**src/hdl/bht_pkg.sv**
```systemverilog
`default_nettype none

package bht_pkg;

	localparam int unsigned VALUE_W = 16;
	localparam int unsigned INDEX_W = 3;
	localparam int unsigned CFG_W = 8;
	localparam int unsigned SECONDS_W = 8;
	localparam int unsigned PRESCALE_W = 7;
	localparam int unsigned MAX_BUCKETS = 8;

	localparam logic [VALUE_W-1:0] MIN_AVERAGE = VALUE_W'(25);
	localparam logic [PRESCALE_W-1:0] PRESCALE_LAST = PRESCALE_W'(99);
	localparam logic [SECONDS_W-1:0] SECONDS_MAX = 8'hFF;
	localparam logic [CFG_W-1:0] HYSTERESIS_RESET = 8'd64;

	localparam int unsigned PADDR_W = 4;
	localparam int unsigned PDATA_W = 32;

	typedef enum logic [1:0] {
		REG_HYSTERESIS = 2'd0,
		REG_DEBOUNCE_MASK = 2'd1,
		REG_DEBOUNCE_SECONDS = 2'd2
	} reg_index_t;

	typedef enum logic {
		MODE_SAMPLE = 1'b0,
		MODE_TICK = 1'b1
	} mode_t;

	typedef struct packed {
		logic mode;
		logic [INDEX_W-1:0] bucket_index;
		logic [VALUE_W-1:0] sample_value;
		logic [VALUE_W-1:0] average_value;
	} in_word_t;

	typedef struct packed {
		logic [INDEX_W-1:0] bucket_echo;
		logic active;
		logic trigger;
		logic second_pulse;
	} out_word_t;

endpackage

`default_nettype wire

```
**src/hdl/bucket_hysteresis_trigger_core.sv**
```systemverilog
// Per-bucket level qualifier with hysteresis and an optional time debounce. Each word on the
// sample channel is either a bucket sample (level and running average) or one tick of the
// 100 Hz time base; each produces exactly one result word in order. One word is taken every
// clock cycle when the result side keeps up: a word is registered at the input, evaluated
// against the bucket state by two 16x9 threshold multiplies and compares, and is then
// stored in the result register. Configuration registers (hysteresis at 0x0, debounce mask
// at 0x4, debounce seconds at 0x8) should be written only while no words are in flight.
`default_nettype none

module bucket_hysteresis_trigger_core #(
	parameter int unsigned NUM_BUCKETS = 8
) (
	input wire logic clk,
	input wire logic arst_n,

	input wire logic sample_valid,
	output logic sample_ready,
	input wire bht_pkg::in_word_t sample,

	output logic result_valid,
	input wire logic result_ready,
	output bht_pkg::out_word_t result,

	input wire logic psel,
	input wire logic penable,
	input wire logic pwrite,
	input wire logic [bht_pkg::PADDR_W-1:0] paddr,
	input wire logic [bht_pkg::PDATA_W-1:0] pwdata,
	output logic [bht_pkg::PDATA_W-1:0] prdata,
	output logic pready
);

	localparam int unsigned PROD_W = bht_pkg::VALUE_W + bht_pkg::CFG_W + 1;
	localparam int unsigned THR_W = bht_pkg::VALUE_W + 1;

	logic [bht_pkg::CFG_W-1:0] hysteresis_q;
	logic [bht_pkg::CFG_W-1:0] debounce_mask_q;
	logic [bht_pkg::CFG_W-1:0] debounce_seconds_q;

	logic active_q [NUM_BUCKETS];
	logic [bht_pkg::SECONDS_W-1:0] seconds_q [NUM_BUCKETS];
	logic [bht_pkg::PRESCALE_W-1:0] prescaler_q;

	bht_pkg::in_word_t word_s1;
	logic valid_s1;
	bht_pkg::out_word_t result_q;
	logic result_valid_q;

	logic advance;
	logic cfg_write;
	bht_pkg::reg_index_t cfg_index;

	logic is_tick;
	logic index_ok;
	logic [NUM_BUCKETS-1:0] hit;
	logic cur_active;
	logic [bht_pkg::SECONDS_W-1:0] cur_seconds;
	logic [PROD_W-1:0] prod_hi;
	logic [PROD_W-1:0] prod_lo;
	logic [THR_W-1:0] thr_hi;
	logic [THR_W-1:0] thr_lo;
	logic [THR_W-1:0] level;
	logic gated;
	logic rise;
	logic drop;
	logic next_active;
	logic wrap;
	bht_pkg::out_word_t result_d;

	assign pready = 1'b1;
	assign cfg_write = psel && penable && pwrite && pready;
	assign cfg_index = bht_pkg::reg_index_t'(paddr[3:2]);

	always_ff @(posedge clk or negedge arst_n) begin
		if (!arst_n) begin
			hysteresis_q <= bht_pkg::HYSTERESIS_RESET;
			debounce_mask_q <= '0;
			debounce_seconds_q <= '0;
		end else if (cfg_write) begin
			unique case (cfg_index)
				bht_pkg::REG_HYSTERESIS: hysteresis_q <= pwdata[bht_pkg::CFG_W-1:0];
				bht_pkg::REG_DEBOUNCE_MASK: debounce_mask_q <= pwdata[bht_pkg::CFG_W-1:0];
				bht_pkg::REG_DEBOUNCE_SECONDS: begin
					debounce_seconds_q <= pwdata[bht_pkg::CFG_W-1:0];
				end
				default: ;
			endcase
		end
	end

	always_comb begin
		unique case (cfg_index)
			bht_pkg::REG_HYSTERESIS: prdata = bht_pkg::PDATA_W'(hysteresis_q);
			bht_pkg::REG_DEBOUNCE_MASK: prdata = bht_pkg::PDATA_W'(debounce_mask_q);
			bht_pkg::REG_DEBOUNCE_SECONDS: prdata = bht_pkg::PDATA_W'(debounce_seconds_q);
			default: prdata = '0;
		endcase
	end

	assign advance = valid_s1 && (!result_valid_q || result_ready);
	assign sample_ready = !valid_s1 || advance;

	always_ff @(posedge clk or negedge arst_n) begin
		if (!arst_n) begin
			valid_s1 <= 1'b0;
		end else if (sample_ready) begin
			valid_s1 <= sample_valid;
		end
	end

	always_ff @(posedge clk) begin
		if (sample_ready && sample_valid) begin
			word_s1 <= sample;
		end
	end

	assign is_tick = (word_s1.mode == bht_pkg::MODE_TICK);
	assign index_ok = {1'b0, word_s1.bucket_index} < (bht_pkg::INDEX_W + 1)'(NUM_BUCKETS);

	always_comb begin
		cur_active = 1'b0;
		cur_seconds = '0;
		for (int i = 0; i < NUM_BUCKETS; i++) begin
			hit[i] = !is_tick && (word_s1.bucket_index == bht_pkg::INDEX_W'(i));
			cur_active = cur_active | (hit[i] & active_q[i]);
			cur_seconds = cur_seconds | ({bht_pkg::SECONDS_W{hit[i]}} & seconds_q[i]);
		end
	end

	assign prod_hi = PROD_W'(word_s1.average_value) * PROD_W'({1'b0, hysteresis_q} + 9'd256);
	assign prod_lo = PROD_W'(word_s1.average_value) * PROD_W'(9'd256 - {1'b0, hysteresis_q});
	assign thr_hi = prod_hi[PROD_W-1:8];
	assign thr_lo = prod_lo[PROD_W-1:8];
	assign level = {1'b0, word_s1.sample_value};

	assign gated = debounce_mask_q[word_s1.bucket_index];
	assign rise = !cur_active && (word_s1.average_value > bht_pkg::MIN_AVERAGE)
		&& (level > thr_hi) && (!gated || (cur_seconds >= debounce_seconds_q));
	assign drop = cur_active && ((level < thr_lo)
		|| (word_s1.average_value < bht_pkg::MIN_AVERAGE));
	assign next_active = cur_active ? !drop : rise;
	assign wrap = is_tick && (prescaler_q == bht_pkg::PRESCALE_LAST);

	always_comb begin
		result_d = '0;
		if (is_tick) begin
			result_d.second_pulse = wrap;
		end else begin
			result_d.bucket_echo = word_s1.bucket_index;
			result_d.active = index_ok && next_active;
			result_d.trigger = index_ok && rise;
		end
	end

	always_ff @(posedge clk or negedge arst_n) begin
		if (!arst_n) begin
			prescaler_q <= '0;
			for (int i = 0; i < NUM_BUCKETS; i++) begin
				active_q[i] <= 1'b0;
				seconds_q[i] <= '0;
			end
		end else if (advance) begin
			if (is_tick) begin
				prescaler_q <= wrap ? '0 : prescaler_q + 1'b1;
				if (wrap) begin
					for (int i = 0; i < NUM_BUCKETS; i++) begin
						if (seconds_q[i] != bht_pkg::SECONDS_MAX) begin
							seconds_q[i] <= seconds_q[i] + 1'b1;
						end
					end
				end
			end else begin
				for (int i = 0; i < NUM_BUCKETS; i++) begin
					if (hit[i]) begin
						active_q[i] <= next_active;
						if (rise) begin
							seconds_q[i] <= '0;
						end
					end
				end
			end
		end
	end

	always_ff @(posedge clk or negedge arst_n) begin
		if (!arst_n) begin
			result_valid_q <= 1'b0;
		end else if (advance) begin
			result_valid_q <= 1'b1;
		end else if (result_ready) begin
			result_valid_q <= 1'b0;
		end
	end

	always_ff @(posedge clk) begin
		if (advance) begin
			result_q <= result_d;
		end
	end

	assign result_valid = result_valid_q;
	assign result = result_q;

	// A rise always leaves the bucket active.
	assert property (@(posedge clk) disable iff (!arst_n)
		result_valid_q && result_q.trigger |-> result_q.active)
		else $error("trigger without active bucket");

	// A tick result carries no bucket information.
	assert property (@(posedge clk) disable iff (!arst_n)
		result_valid_q && result_q.second_pulse |->
			!result_q.active && !result_q.trigger && (result_q.bucket_echo == '0))
		else $error("second pulse mixed with bucket result");

	// The prescaler never leaves its modulo-100 range.
	assert property (@(posedge clk) disable iff (!arst_n)
		prescaler_q <= bht_pkg::PRESCALE_LAST)
		else $error("prescaler out of range");

	// A result word waiting for the consumer is not overwritten.
	assert property (@(posedge clk) disable iff (!arst_n)
		result_valid_q && !result_ready |=> result_valid_q && $stable(result_q))
		else $error("stalled result word changed");

endmodule

`default_nettype wire

```
**config.mk**
```make
export PLATFORM = sky130hd
export DESIGN_NAME = bucket_hysteresis_trigger_core
export DESIGN_NICKNAME = d
export VERILOG_FILES = /design/src/hdl/bht_pkg.sv /design/src/hdl/bucket_hysteresis_trigger_core.sv
export SDC_FILE = /design/constraint.sdc
export NUM_CORES = 1
export LEC_CHECK = 0
export BUFFER_PORTS_ARGS = -buffer_cell sky130_fd_sc_hd__buf_4
export CAP_MARGIN = 10
export CORE_ASPECT_RATIO = 0.5
export CORE_MARGIN = 2
export CORE_UTILIZATION = 35
export DETAILED_ROUTE_END_ITERATION = 10
export GPL_TIMING_DRIVEN = 0
export PLACE_DENSITY = 0.52
export SLEW_MARGIN = 20
export SYNTH_ARGS = -nofsm -noshare
export SYNTH_HDL_FRONTEND = slang
export SYNTH_SLANG_ARGS = --single-unit
```
**constraint.sdc**
```tcl
create_clock -name clk -period 8.1 [get_ports clk]
set_input_delay 1.215 -clock clk [delete_from_list [all_inputs] [get_ports clk]]
set_output_delay 1.215 -clock clk [all_outputs]
set_load 0.05 [all_outputs]
```
**Word level (Yosys, flattened, before mapping)**

Index checks and enable logic that the tools add are counted.

- Add/subtract/negate cells: 11
- Multiply operators: 2
- Order comparisons: 6
- Eq/ne operators: 27
- Muxes and demuxes: 26
- Bitwise logic cells: 31
- Reduce and logical (&&, ||, !) cells: 59

Operator list:

| operator | number |
|---|---|
| 8-bit 2-to-1 mux | 17 |
| 64-bit 2-to-1 mux | 2 |
| 8-bit by 1-bit adder with 8-bit output (second input constant) | 8 |
| 8-bit AND | 8 |
| 8-bit inequality test (second input constant) | 8 |
| 8-bit bitwise OR | 7 |
| 5-bit AND reduction | 8 |
| 16-bit by 10-bit multiplier with 25-bit output | 1 |
| 17-bit by 10-bit multiplier with 25-bit output | 1 |
| 8-bit one-hot mux with 3 select lines | 1 |
| 3-bit AND reduction | 8 |
| 2-bit nonzero test | 10 |
| 2-bit by 1-bit inequality test with 1-bit output (second input constant) | 9 |
| 16-bit by 17-bit > comparator with 1-bit output | 1 |
| 1-bit logical AND | 17 |
| 16-bit by 17-bit < comparator with 1-bit output | 1 |
| 16-bit by 5-bit > comparator with 1-bit output (second input constant) | 1 |
| 16-bit by 5-bit < comparator with 1-bit output (second input constant) | 1 |
| 3-bit == test (second input constant) | 4 |
| 8-bit by 9-bit adder with 10-bit output (second input constant) | 1 |
| 9-bit by 8-bit subtractor with 10-bit output (first input constant) | 1 |
| 1-bit AND | 8 |
| 8-bit greater-or-equal comparator | 1 |
| 2-bit AND reduction | 4 |
| 16 further kinds | 34 |

- Register bits after elaboration: 147
- Input bits: 79
- Output and inout port bits: 41
- Word-level logic and storage cells: 192

**Longest topological paths before layout**

Gate-level depths: netlist of run 1.

- Depth after elaboration: 17
- Gate-level depth with buffers: 34
- Gate-level depth less buffers: 32

**Least setup slack after synthesis of run 1**

No wires, ideal clock.

- Path type: register to register
- Start: register hysteresis_q[6] (netlist bit)
- End: register active_q[0] (netlist bit)
- Setup time: 125 ps
- Arrival time: 7,574 ps
- Data required time: 7,975 ps
- Path slack: 401 ps
- Cell stages (with the launch flop): 31
- Buffers on the path: 3
- Period minus slack after synthesis: 7,699 ps
- Cells stage by stage: dfstp_2 > clkbuf_1 > clkbuf_1 > nand2_1 > fa_1 > inv_1 > fa_1 > fa_1 > fa_1 > inv_1 > fa_1 > inv_1 > ha_1 > a21o_1 > a21oi_1 > o21ai_0 > a21o_1 > a41o_1 > a311oi_1 > o21bai_1 > xnor2_1 > ha_1 > nand3_1 > or4_1 > o31a_1 > o211ai_1 > or2_1 > a211o_1 > buf_6 > nand3_2 > mux2_2

- Longest elaborated chain between the ends: 7
- Elaborated cells on any way between the ends: 12
- Classes of those cells: add/sub: 2; mul: 2; order compare: 2; mux: 1; reduce/logical: 5

Ends and longest elaborated chain:

| item | RTL line | text |
|---|---|---|
| start, declared | bucket_hysteresis_trigger_core.sv:36 | `logic [bht_pkg::CFG_W-1:0] hysteresis_q;` |
| start signal, assigned | bucket_hysteresis_trigger_core.sv:76 | `hysteresis_q <= bht_pkg::HYSTERESIS_RESET;` |
| start signal, assigned | bucket_hysteresis_trigger_core.sv:81 | `bht_pkg::REG_HYSTERESIS: hysteresis_q <= pwdata[bht_pkg::CFG_W-1:0];` |
| 9-bit by 8-bit subtractor with 10-bit output | bucket_hysteresis_trigger_core.sv:131 | `assign prod_lo = PROD_W'(word_s1.average_value) * PROD_W'(9'd256 - {1'b0, hysteresis_q});` |
| 17-bit by 10-bit multiplier with 25-bit output | bucket_hysteresis_trigger_core.sv:131 |  |
| 16-bit by 17-bit < comparator with 1-bit output | bucket_hysteresis_trigger_core.sv:139 | `assign drop = cur_active && ((level < thr_lo)` |
| 1-bit logical OR | bucket_hysteresis_trigger_core.sv:140 | `\|\| (word_s1.average_value < bht_pkg::MIN_AVERAGE));` |
| 1-bit logical AND | bucket_hysteresis_trigger_core.sv:139 |  |
| 1-bit zero test | bucket_hysteresis_trigger_core.sv:141 | `assign next_active = cur_active ? !drop : rise;` |
| 1-bit 2-to-1 mux * | bucket_hysteresis_trigger_core.sv:141 |  |
| end signal, assigned by index | bucket_hysteresis_trigger_core.sv:175 | `active_q[i] <= next_active;` |
| end, declared | bucket_hysteresis_trigger_core.sv:40 | `logic active_q [NUM_BUCKETS];` |

Mark *: on every way between the ends. The rest lies on a longest branch, timed or not.
A chain may end at the register's enable or synchronous reset.

**Worst setup path after layout of run 1**

- Start: register word_s1[5] (netlist bit)
- End: register seconds_q[48] (netlist bit)

- Longest elaborated chain between the ends: 6
- Elaborated cells on any way between the ends: 8
- Classes of those cells: mul: 1; order compare: 2; reduce/logical: 5

Ends and longest elaborated chain:

| item | RTL line | text |
|---|---|---|
| start, declared | bucket_hysteresis_trigger_core.sv:44 | `bht_pkg::in_word_t word_s1;` |
| start signal, assigned | bucket_hysteresis_trigger_core.sv:113 | `word_s1 <= sample;` |
| 16-bit by 10-bit multiplier with 25-bit output or 16-bit by 5-bit > comparator with 1-bit output (tied branches) | bucket_hysteresis_trigger_core.sv:130, bucket_hysteresis_trigger_core.sv:137 |  |
| 16-bit by 17-bit > comparator with 1-bit output or 1-bit logical AND (tied branches) | bucket_hysteresis_trigger_core.sv:138, bucket_hysteresis_trigger_core.sv:137 |  |
| 1-bit logical AND * (2 in series) | bucket_hysteresis_trigger_core.sv:138 | `&& (level > thr_hi) && (!gated \|\| (cur_seconds >= debounce_seconds_q));` |
| 2-bit nonzero test (no line) * | - |  |
| 5-bit AND reduction (no line) * | - |  |
| end signal, assigned by index | bucket_hysteresis_trigger_core.sv:168 | `seconds_q[i] <= seconds_q[i] + 1'b1;` |
| end, declared | bucket_hysteresis_trigger_core.sv:41 | `logic [bht_pkg::SECONDS_W-1:0] seconds_q [NUM_BUCKETS];` |

Marked as above.

==> results of run 1 <==
routing by layer:
metal  vias up  track usage (%)
met4         0             2.74
met1      6783             26.9
li1       6645                -
met5         -                0
met2       244             31.6
met3        25             3.02
Yosys cell counts, types with 3 or more instances:
cell type,n,area [um2]
o31ai_1,4,30.0
nand3_1,55,275
nor4_1,9,56.3
edfxtp_1,42,1260
a21o_1,16,120
ha_1,183,2290
nand4_1,15,93.8
o21bai_1,8,60.1
nor2b_1,13,81.3
buf_4,25,188
or2_2,12,75.1
mux2_2,24,270
nor2_1,55,206
a221oi_1,10,87.6
a22oi_1,18,135
or3_1,7,43.8
xnor2_1,25,219
clkbuf_1,57,214
a21oi_4,6,97.6
a211oi_1,5,37.5
o41ai_1,3,26.3
a21oi_1,61,305
and2_1,137,857
nand3_2,3,30.0
xor2_1,14,123
dfrtp_1,104,2600
mux2i_1,24,240
a31oi_1,16,100
buf_1,6,22.5
a2111oi_0,3,26.3
o22ai_1,38,238
and3_1,13,81.3
o21ai_1,16,80.1
nand2_1,233,875
fa_1,190,3800
o21a_1,11,82.6
o21ai_0,49,245
buf_2,4,20.0
nand2b_1,11,68.8
a22o_1,7,61.3
inv_1,260,976
nor3_1,47,235
o211ai_1,8,60.1
layout make-up:
cell class	count	area, um2	area share, %
well taps	649	812	3.90
multi-input cells	1410	12700	60.8
flip-flops and latches	147	3890	18.7
inverters	260	976	4.69
clock inverters	15	165	0.793
plain buffers	90	669	3.22
clock buffers	17	425	2.04
repair buffers	142	1210	5.81
metrics by stage:
stage                     utilization, %  setup slack (ns)  instance area, um2  setup TNS (ns)
after CTS                           41.0           0.00342               20100               0
after global routing                42.6           -0.0574               20800          -0.423
after floorplan                        -             0.401               17500               0
final                               42.6             0.238               20800               0
after detailed placement            38.7             -1.73               18900          -66.75
after global placement              38.5             -1.72               18800          -59.31
state kept, by name, indices dropped and copies added (netlist names):
register / flops
word_s1: 19
level: 16
result_valid: 1
debounce_mask_q: 8
result: 6
valid_s1: 1
is_tick: 1
debounce_seconds_q: 8
active_q: 8
hysteresis_q: 8
prescaler_q: 7
seconds_q: 64
logic make-up (layout without fill, tap and decap cells):
family | after synthesis | count (layout) | share of synthesized area, %
AND/OR/NAND/NOR | 620 | 620 | 17.7
adder cells (fa/ha/maj) | 373 | 373 | 35.0
buffers and inverters | 353 | 524 | 8.22
AO/OA/AOI/OAI | 302 | 302 | 11.6
flip-flops | 147 | 147 | 22.3
multiplexers | 51 | 51 | 3.19
XOR/XNOR | 39 | 39 | 1.96
other | 2 | 25 | 0.0431
worst max-delay path, delay by kind of cell, from the launching register on:
| family | cells | cell delay (ns) |
|---|---|---|
| AO/OA/AOI/OAI | 8 | 1.75 |
| AND/OR/NAND/NOR | 6 | 1.23 |
| buffers and inverters | 7 | 0.61 |
| adder cells (fa/ha/maj) | 7 | 3.09 |
| XOR/XNOR | 1 | 0.16 |
| multiplexers | 1 | 0.33 |
| flip-flops | 1 | 0.54 |
how the worst max path moves through the flow:
stage	slack, ns	startpoint	endpoint	cells after the start
2_1_floorplan	0.40	hysteresis_q[6]$_DFFE_PN1P_	active_q[0]$_DFFE_PN0P_	30
3_3_place_gp	-1.72	hysteresis_q[0]$_DFFE_PN0P_	active_q[4]$_DFFE_PN0P_	32
3_5_place_dp	-1.73	hysteresis_q[0]$_DFFE_PN0P_	active_q[1]$_DFFE_PN0P_	32
4_1_cts	0.003	hysteresis_q[5]$_DFFE_PN0P_	seconds_q[48]$_DFFE_PN0P_	28
5_1_grt	-0.06	hysteresis_q[2]$_DFFE_PN0P_	active_q[1]$_DFFE_PN0P_	32
6_report	0.24	word_s1[5]$_DFFE_PP_	seconds_q[48]$_DFFE_PN0P_	30
what timing repair did:
item                       4_1_cts  5_1_grt
setup endpoints to repair       74       74
hold buffers                     0        0
cloned                           0        1
buffers inserted                24       46
pin swaps                       18       62
resized for setup               87      119
==> key figures, run 1 <==
Global routing
  – GRT overflow: 0
  – Initial antenna violation count: 1
  – GRT Util Overall: between 10% and 20%
  – Largest net degree at the start of global routing: 63
  – Vias in the first global route: 13500
  – First-pass GRT wire length: 76100 um

Timing
  – Final setup violating endpoints: 0
  – Final worst path period need: slightly below 8 ns
  – Measured slew at the worst slew-check pin: roughly 1.1 ns
  – Maximum operating frequency: approximately 130 MHz
  – Final worst path period share: 97.1%
  – Final Hold Violating Endpoints: 0
  – Slew headroom: 27.4%
  – Hold_ws: 0.499 ns
  – Max Slew Vio Count: 0
  – Worst Skew: 0.0127 ns

Synth
  – Synth Register Bits: 147
  – Asr flop ratio synth: 71.4%
  – Post-Syn Area per Cell: around 9.2 um2
  – Post-synth EDFFs: 42
  – Post-synthesis cell count: 1887
  – Mapped Area: 17400 um2
  – Post-synth top flop: dfrtp_1
  – Yosys warns: 0
  – Synth cell types: 74
  – Seq/Total Area, Yosys: about 22%

Setup path
  – Slowest stage delay, CP: 0.54 ns
  – Critical-path top delay cell: edfxtp_1
  – Worst r2r src: word_s1[5]$_DFFE_PP_
  – Max FO, Critical Path: 8
  – CP Launch Type: flip-flop
  – Worst setup path class: reg2reg
  – Critical Path Sink Type: flip-flop
  – Reg2Reg Depth: 30
  – R2R setup slack: approximately 0.24 ns
  – WP data required: 8.44 ns
  – Reg-to-reg endpoint: seconds_q[48]$_DFFE_PN0P_
  – CP arrival: between 8 and 9 ns

Drt
  – Top layer in use: met4
  – ANT nets after route: 0
  – Initial DRC Count: 814
  – DRC viols: 0
  – Met1 WL: 23100 um
  – Met2 WL: 22800 um
  – Drt first pass iters: 5
  – Via count: 13700
  – Vias per inst: 5.02
  – Met3 WL: 2100 um
  – Routed WL: 48400 um
  – Wirelength per Cell: 17.7 um

Final layout
  – N_diodes: 0
  – Final std cells w/o fill: 2730
  – Synth-to-layout area growth: 19.5%
  – Most common cell after layout, fill and taps aside: inv_1
  – Net count, final: 2520
  – Most frequent cells in the layout: 256 x inv_1, 227 x nand2_1, 188 x fa_1, 171 x ha_1, 156 x buf_4
  – Fillers: 4808
  – Layout cell share with drive strength beyond 1: 17.1%

Place
  – IO buf count: 68
  – DP HPWL: 37800 um
  – Routability-driven placement congestion ratio: between 0.8 and 0.9
  – Post-placement cell count: between 2000 and 3000

Clock tree
  – CTS Buf Count: 17
  – TritonCTS clock tree: done
  – Clock Sinks: 147
  – Clock root buffer: clkbuf_16
  – CTS max path bufs: 2
  – CTS clk-pin slew, worst paths: 0.08 ns
  – H-tree Lvls: 4
  – Clock insertion delay at the later pin of the skew report: 0.46 ns

Run status
  – Status: finished, final reports clean

Min path
  – Hold Path Stages: 1
  – Worst hold path class: reg2reg
  – Hold Startpoint: prescaler_q[6]$_DFFE_PN0P_
  – WHS Endpoint: prescaler_q[6]$_DFFE_PN0P_

Floorplanning
  – I/O pins: 120
  – Die Ht: 162 um
  – Die Area: 51700 um2
  – Initial Util: 35.6%
  – Die X: 319 um
  – CORE AREA: 48900 um2
  – Number of placement rows: 57

Run
  – Max_cap viols: 0
Power of run 1 is left out: the tool's default activity adds up to more than one toggle a clock period on the data nets, which glitch-free logic cannot reach.
==> run 2, diff against run 1 <==
--- a/config.mk
+++ b/config.mk
@@ -6,13 +6,12 @@
 export NUM_CORES = 1
 export LEC_CHECK = 0
 export BUFFER_PORTS_ARGS = -buffer_cell sky130_fd_sc_hd__buf_4
-export CAP_MARGIN = 10
 export CORE_ASPECT_RATIO = 0.5
 export CORE_MARGIN = 2
-export CORE_UTILIZATION = 35
+export CORE_UTILIZATION = 57
 export DETAILED_ROUTE_END_ITERATION = 10
 export GPL_TIMING_DRIVEN = 0
-export PLACE_DENSITY = 0.52
+export PLACE_DENSITY = 0.78
 export SLEW_MARGIN = 20
 export SYNTH_ARGS = -nofsm -noshare
 export SYNTH_HDL_FRONTEND = slang
==> run 2 against run 1 <==
Cell area fell by 2.9%. Flip-flop and latch count unchanged. Sequential share of layout area up 0.56 points. Global-route usage grew 11 points. Non-clock buffer count decreased by 21. Maximum frequency shrank 1.3%. Highest routed layer is now met5. Clock skew increased by 0.0066 ns. Wire length fell by 1.2%.
==> key figures, run 2 (same netlist as run 1, synthesis figures left out) <==
Floorplanning
  – Die X: 251 um (was 319 um)
  – Initial Util: 57.7% (was 35.6%)
  – CORE AREA: 30200 um2 (was 48900 um2)
  – Number of placement rows: 45 (was 57)
  – Die Ht: 128 um (was 162 um)
  – Die Area: 32100 um2 (was 51700 um2)
  – I/O pins: 120 (unchanged)

Global routing
  – GRT overflow: 0 (unchanged)
  – First-pass GRT wire length: 73600 um (was 76100 um)
  – Met1 GRT Util: 38.0% (was 26.9%)
  – Vias in the first global route: 14100 (was 13500)
  – GRT Util Overall: 29.7% (was 19.0%)
  – GRT Max-Usage Layer: met2 (unchanged)
  – Largest net degree at the start of global routing: 106 (was 63)
  – Met2 GRT Util: 48.5% (was 31.6%)
  – GR Util met3: 7.07% (was 3.02%)
  – Initial antenna violation count: 0 (was 1)

Drt
  – Wirelength per Cell: 19.5 um (was 17.7 um)
  – Vias per inst: 5.90 (was 5.02)
  – Via count: 14500 (was 13700)
  – Initial DRC Count: 1326 (was 814)
  – ANT nets after route: 0 (unchanged)
  – Drt first pass iters: 5 (unchanged)
  – Routed WL: 47800 um (was 48400 um)
  – DRC viols: 0 (unchanged)

Timing
  – Maximum operating frequency: 126 MHz (was 127 MHz)
  – Worst Skew: 0.0192 ns (was 0.0127 ns)
  – Slew headroom: 20.6% (was 27.4%)
  – Final setup violating endpoints: 0 (unchanged)
  – Final Hold Violating Endpoints: 0 (unchanged)
  – Final worst path period need: 7.96 ns (was 7.86 ns)
  – Measured slew at the worst slew-check pin: 1.18 ns (was 1.08 ns)
  – Final worst path period share: 98.3% (was 97.1%)
  – Max Slew Vio Count: 0 (unchanged)

Run
  – Max_cap viols: 0 (unchanged)

Final layout
  – Layout cell share with drive strength beyond 1: 16.6% (was 17.1%)
  – Most common cell after layout, fill and taps aside: inv_1 (unchanged)
  – Most frequent cells in the layout: 258 x inv_1, 229 x nand2_1, 185 x fa_1, 170 x ha_1, 146 x buf_4 (was 256 x inv_1, 227 x nand2_1, 188 x fa_1, 171 x ha_1, 156 x buf_4)
  – Layout Utilization: 67.0% (was 42.6%)
  – Synth-to-layout area growth: 16.1% (was 19.5%)
  – Largest Register: seconds_q (unchanged)
  – Max FFs per register: 64 (unchanged)
  – Net count, final: 2499 (was 2520)
  – Final std cells w/o fill: 2459 (was 2730)
  – N_diodes: 0 (unchanged)

Setup path
  – Critical-path top delay cell: fa_1 (was edfxtp_1)
  – CP Launch Type: flip-flop (unchanged)
  – Slowest stage delay, CP: 0.54 ns (about the same)
  – WP data required: 8.42 ns (was 8.44 ns)
  – Critical Path Sink Type: flip-flop (unchanged)
  – Max FO, Critical Path: 10 (was 8)
  – Most frequent CP cell: fa_1
  – Worst setup path class: reg2reg (unchanged)
  – CP arrival: 8.28 ns (was 8.20 ns)

Min path
  – Worst hold path class: reg2reg (unchanged)

Clock tree
  – CTS max path bufs: 2 (unchanged)
  – CTS Buf Count: 17 (unchanged)
  – TritonCTS clock tree: done (unchanged)
  – Post-CTS Hold Fix Bufs: 0 (unchanged)
  – Clock insertion delay at the later pin of the skew report: 0.46 ns (about the same)
  – Clock root buffer: clkbuf_16 (unchanged)
  – CTS clk-pin slew, worst paths: 0.07 ns (was 0.08 ns)
  – Clock Sinks: 147 (unchanged)
  – H-tree Lvls: 4 (unchanged)

Place
  – Routability-driven placement congestion ratio: 0.951 (was 0.846)
  – DP HPWL: 34500 um (was 37800 um)
  – IO buf count: 68 (unchanged)
  – Post-placement cell count: 2378 (was 2630)

Run status
  – Status: finished, final reports clean (unchanged)
run 2: changes by cell type in the layout (fill, tap and decap cells not counted), moves of 3 or more:
cell      change
and2_1        -3
and2_4        +3
buf_12        -5
buf_2         +3
buf_4        -10
buf_6         -3
clkbuf_8      +4
fa_1          -3
fa_2          +3
ha_4          +3
inv_8         -3
o22ai_1       -3
o22ai_2       +3
run 2: metrics by stage:
stage	setup TNS, ns	area [um2]	hold slack, ns	worst slack, ns
after floorplan	0	17500	0.456	0.401
after global placement	-47.52	18500	0.481	-1.33
after detailed placement	-54.49	18500	0.489	-1.41
after CTS	0	19500	0.503	0.00478
after global routing	-1.35	20200	0.527	-0.0935
final	0	20200	0.503	0.136
run 2: per-layer routing:
metal	wire length, um	vias up
li1	-	6599
met3	4080	158
met5	63	-
met1	19000	7075
met2	22600	671
met4	2100	2
run 2: final cells by class:
type	instances	area [um2]
multi-input combinational	1410	12700
fill	2243	9970
sequential	147	3890
inverter	260	976
timing repair buffer	120	958
buffer	91	621
tap	399	499
clock buffer	20	467
clock inverter	12	93.8
run 2: worst paths after layout:
kind / slack (ns) / cells past startpoint / start / end
hold / removal: 0.50 / 1 / valid_s1$_DFFE_PN0N_ / result_valid$_DFFE_PN0P_
hold reg to reg: 0.50 / 1 / valid_s1$_DFFE_PN0N_ / result_valid$_DFFE_PN0P_
setup / recovery: 0.14 / 29 / hysteresis_q[5]$_DFFE_PN0P_ / seconds_q[57]$_DFFE_PN0P_
setup reg to reg: 0.14 / 29 / hysteresis_q[5]$_DFFE_PN0P_ / seconds_q[57]$_DFFE_PN0P_
min in group asynchronous: 0.90 / 1 / arst_n / seconds_q[44]$_DFFE_PN0P_
max in group asynchronous: 6.53 / 1 / arst_n / hysteresis_q[2]$_DFFE_PN0P_
run 2: critical path, delay by kind of cell, from the launching register on:
kind	cells	cell delay, ns
and+or+nand+nor	4	0.92
buffers and inverters	6	0.85
DFF	1	0.43
xor gates and xnor gates	1	0.14
adders and majority gates	7	3.10
AOI/OAI and AO/OA	11	2.35
run 2: repair_timing:
| item | in CTS | in global routing |
|---|---|---|
| buffers inserted | 18 | 33 |
| gates cloned | 0 | 0 |
| pin swaps | 15 | 56 |
| setup endpoints to repair | 74 | 74 |
| gates resized for setup | 90 | 106 |
| endpoints found under the hold margin | 0 | 0 |
Power of run 2 is left out for the same reason.
==> run 3, diff against run 2 <==
--- a/config.mk
+++ b/config.mk
@@ -5,13 +5,15 @@
 export SDC_FILE = /design/constraint.sdc
 export NUM_CORES = 1
 export LEC_CHECK = 0
+export ABC_AREA = 1
 export BUFFER_PORTS_ARGS = -buffer_cell sky130_fd_sc_hd__buf_4
 export CORE_ASPECT_RATIO = 0.5
 export CORE_MARGIN = 2
-export CORE_UTILIZATION = 57
+export CORE_UTILIZATION = 50
+export CTS_BUF_LIST = sky130_fd_sc_hd__clkbuf_8
 export DETAILED_ROUTE_END_ITERATION = 10
 export GPL_TIMING_DRIVEN = 0
-export PLACE_DENSITY = 0.78
+export PLACE_DENSITY = 0.69
 export SLEW_MARGIN = 20
 export SYNTH_ARGS = -nofsm -noshare
 export SYNTH_HDL_FRONTEND = slang
==> run 3 against run 2 <==
Clock-buffer cell count decreased by 3. Flip-flop and latch count did not move. Wire length down 2.6%. Sequential share of layout area increased by 0.36 points. Critical endpoint is now seconds_q[21]$_DFFE_PN0P_. Clock skew rose by 0.030 ns. First-iteration DRC count is 18% lower. Highest routed layer is now met4.
==> key figures, run 3 <==
Final layout
  – Synth-to-layout area growth: 10.4% (was 16.1%)
  – Most frequent cells in the layout: 528 x nand2_1, 492 x inv_1, 190 x fa_1, 180 x ha_1, 179 x nor2_1 (was 258 x inv_1, 229 x nand2_1, 185 x fa_1, 170 x ha_1, 146 x buf_4)
  – Reg area: 3890 um2 (about the same)
  – Layout cell share with drive strength beyond 1: 10.1% (was 16.6%)
  – Net count, final: 2885 (was 2499)
  – Most common cell after layout, fill and taps aside: nand2_1 (was inv_1)
  – Largest Register: seconds_q (unchanged)
  – Max FFs per register: 64 (unchanged)
  – Fillers: 3389 (was 2243)
  – Layout Utilization: 55.6% (was 67.0%)
  – Multi-input logic area: 11900 um2 (was 12700 um2)

Global routing
  – Initial antenna violation count: 0 (unchanged)
  – GRT overflow: 0 (unchanged)
  – Met1 GRT Util: 33.9% (was 38.0%)
  – Largest net degree at the start of global routing: 106 (unchanged)
  – Met2 GRT Util: 42.0% (was 48.5%)
  – GRT Util Overall: 25.5% (was 29.7%)
  – First-pass GRT wire length: 75000 um (was 73600 um)
  – Vias in the first global route: 14800 (was 14100)
  – GRT Max-Usage Layer: met2 (unchanged)
  – GR Util met3: 5.52% (was 7.07%)

Place
  – Routability-driven placement congestion ratio: 0.921 (was 0.951)
  – Place WS: -0.593 ns (was -1.41 ns)
  – IO buf count: 68 (unchanged)
  – DP HPWL: 37600 um (was 34500 um)

Synth
  – Area leader, netlist: fa_1 (unchanged)
  – Post-synthesis simple-gate area fraction: 20.4% (was 17.7%)
  – Multiplexer share of the synthesized area: 0% (was 3.19%)
  – Yosys warns: 0 (unchanged)
  – Post-Synth Adder-Cell Area: 33.9% (was 35.0%)
  – Count leader, synth: nand2_1 (was inv_1)
  – Asr flop ratio synth: 71.4% (unchanged)
  – Post-synthesis cell count: 2319 (was 1887)
  – Synth cell types: 51 (was 74)
  – Largest family of logic cells by synthesized area: adder cells (unchanged)
  – Post-Syn Area per Cell: 7.75 um2 (was 9.23 um2)
  – Post-synth EDFFs: 42 (unchanged)
  – Post-synth top cells: 534 x nand2_1, 493 x inv_1, 190 x fa_1, 183 x ha_1, 182 x nor2_1 (was 260 x inv_1, 233 x nand2_1, 190 x fa_1, 183 x ha_1, 137 x and2_1)
  – Synth Register Bits: 147 (unchanged)
  – Post-synth top area share: 21.2% (was 21.8%)
  – Post-synth top flop: dfrtp_1 (unchanged)
  – Compound-Gate Fraction of Synth Area: 8.92% (was 11.6%)
  – Seq/Total Area, Yosys: 21.7% (was 22.3%)
  – Cells taking the most area after synthesis: fa_1 21%, dfrtp_1 14%, ha_1 13% (was fa_1 22%, dfrtp_1 15%, ha_1 13%)
  – Xor/xnor share of the synthesized area: 1.85% (was 1.96%)
  – Mapped Area: 18000 um2 (was 17400 um2)

Clock tree
  – CTS clk-pin slew, worst paths: 0.09 ns (was 0.07 ns)
  – Clock root buffer: clkbuf_8 (was clkbuf_16)
  – Clock Sinks: 147 (unchanged)
  – CTS Buf Count: 17 (unchanged)
  – TritonCTS clock tree: done (unchanged)
  – H-tree Lvls: 4 (unchanged)
  – CTS max path bufs: 2 (unchanged)
  – Clock insertion delay at the later pin of the skew report: 0.54 ns (was 0.46 ns)

Min path
  – Worst hold path class: reg2reg (unchanged)

Timing
  – Fin Setup TNS: 0 ns (unchanged)
  – Worst setup margin: 0.401 ns (was 0.136 ns)
  – Maximum operating frequency: 130 MHz (was 126 MHz)
  – Final worst path period need: 7.70 ns (was 7.96 ns)
  – Final Hold Violating Endpoints: 0 (unchanged)
  – Worst Skew: 0.0491 ns (was 0.0192 ns)
  – Measured slew at the worst slew-check pin: 0.881 ns (was 1.18 ns)
  – Slew headroom: 41.2% (was 20.6%)
  – Final setup violating endpoints: 0 (unchanged)
  – Final worst path period share: 95.0% (was 98.3%)
  – Max Slew Vio Count: 0 (unchanged)

Floorplanning
  – Die Ht: 138 um (was 128 um)
  – Initial Util: 50.3% (was 57.7%)
  – Die X: 272 um (was 251 um)
  – Number of placement rows: 49 (was 45)
  – CORE AREA: 35700 um2 (was 30200 um2)
  – I/O pins: 120 (unchanged)
  – Die Area: 37500 um2 (was 32100 um2)

Drt
  – Drt first pass iters: 6 (was 5)
  – Wirelength per Cell: 15.9 um (was 19.5 um)
  – DRC viols: 0 (unchanged)
  – Routed WL: 46600 um (was 47800 um)
  – Via count: 15300 (was 14500)
  – ANT nets after route: 0 (unchanged)
  – Initial DRC Count: 1087 (was 1326)
  – Vias per inst: 5.22 (was 5.90)

Setup path
  – CP Launch Type: flip-flop (unchanged)
  – Worst setup path class: reg2reg (unchanged)
  – Critical Path Sink Type: flip-flop (unchanged)
  – WP data required: 8.50 ns (was 8.42 ns)
  – Slowest stage delay, CP: 0.58 ns (was 0.54 ns)
  – Critical-path top delay cell: fa_1 (unchanged)
  – Worst path bufs/invs: 7 (was 6)
  – CP arrival: 8.09 ns (was 8.28 ns)
  – CP delay by family, top: adder cells (unchanged)
  – Most frequent CP cell: nand2_1 (was fa_1)
  – Max FO, Critical Path: 10 (unchanged)

Run status
  – Status: finished, final reports clean (unchanged)

Run
  – Max_cap viols: 0 (unchanged)
run 3: cell types whose count changed after synthesis, sizes merged, moves of 24 or more:
cell	delta
nand3	+27
mux2i	-24
inv	+241
nor2	+131
nand2	+311
and2	-137
mux2	-26
o22ai	-26
o21ai	+58
run 3: kinds of logic (layout without fill, tap and decap cells):
kind of cell	count (synthesis)	count (layout)
AND/OR/NAND/NOR	884	884
buffers and inverters	598	702
adder cells (fa/ha/maj)	373	373
AO/OA/AOI/OAI	277	277
flip-flops	147	147
XOR/XNOR	38	38
other	2	26
run 3: final cells by class:
class                   count  share of cell area, %
diodes                      1                 0.0126
plain buffers              90                   2.66
clock buffers              17                   1.18
clock inverters            15                  0.675
inverters                 506                   9.59
multi-input cells        1597                   60.3
flip-flops and latches    147                   19.6
well taps                 484                   3.05
repair buffers             74                   2.93
run 3: tightest hold or removal path: cells and delay by family, from the launching register on:
family           cells  cell delay, ns
AND/OR/NAND/NOR      1            0.06
AO/OA/AOI/OAI        1            0.05
flip-flops           1            0.35
run 3: metrics by stage:
| step | cell area [um2] | instances | hold WS, ns |
|---|---|---|---|
| 4_1_cts | 19600 | 2927 | 0.490 |
| 3_5_place_dp | 19200 | 2895 | 0.468 |
| 3_3_place_gp | 19200 | 2894 | 0.464 |
| 5_1_grt | 19800 | 2930 | 0.515 |
| 6_report | 19800 | 2931 | 0.491 |
| 2_1_floorplan | 18000 | 2342 | 0.449 |
run 3: metal layers:
layer	vias to the layer above	wire, um
li1	7368	-
met1	7349	20000
met2	517	22400
met3	73	3140
met4	0	1050
met5	-	0
run 3: path summary, 6_finish.rpt:
path                                          endpoint  slack, ns                         from  depth (start not counted)
setup reg to reg             seconds_q[21]$_DFFE_PN0P_       0.40  hysteresis_q[6]$_DFFE_PN1P_                         35
min in group asynchronous    seconds_q[24]$_DFFE_PN0P_       0.81                       arst_n                          1
hold / removal               seconds_q[19]$_DFFE_PN0P_       0.49    seconds_q[19]$_DFFE_PN0P_                          2
hold reg to reg              seconds_q[19]$_DFFE_PN0P_       0.49    seconds_q[19]$_DFFE_PN0P_                          2
max in group asynchronous  hysteresis_q[0]$_DFFE_PN0P_       6.62                       arst_n                          1
setup / recovery             seconds_q[21]$_DFFE_PN0P_       0.40  hysteresis_q[6]$_DFFE_PN1P_                         35
run 3: what timing repair did:
| item | in CTS | in global routing |
|---|---|---|
| hold buffers | 0 | 0 |
| setup endpoints to repair | 73 | 74 |
| setup buffers | 0 | 5 |
| pin swaps | 0 | 4 |
| resized for setup | 22 | 80 |
Power of run 3 is left out for the same reason.
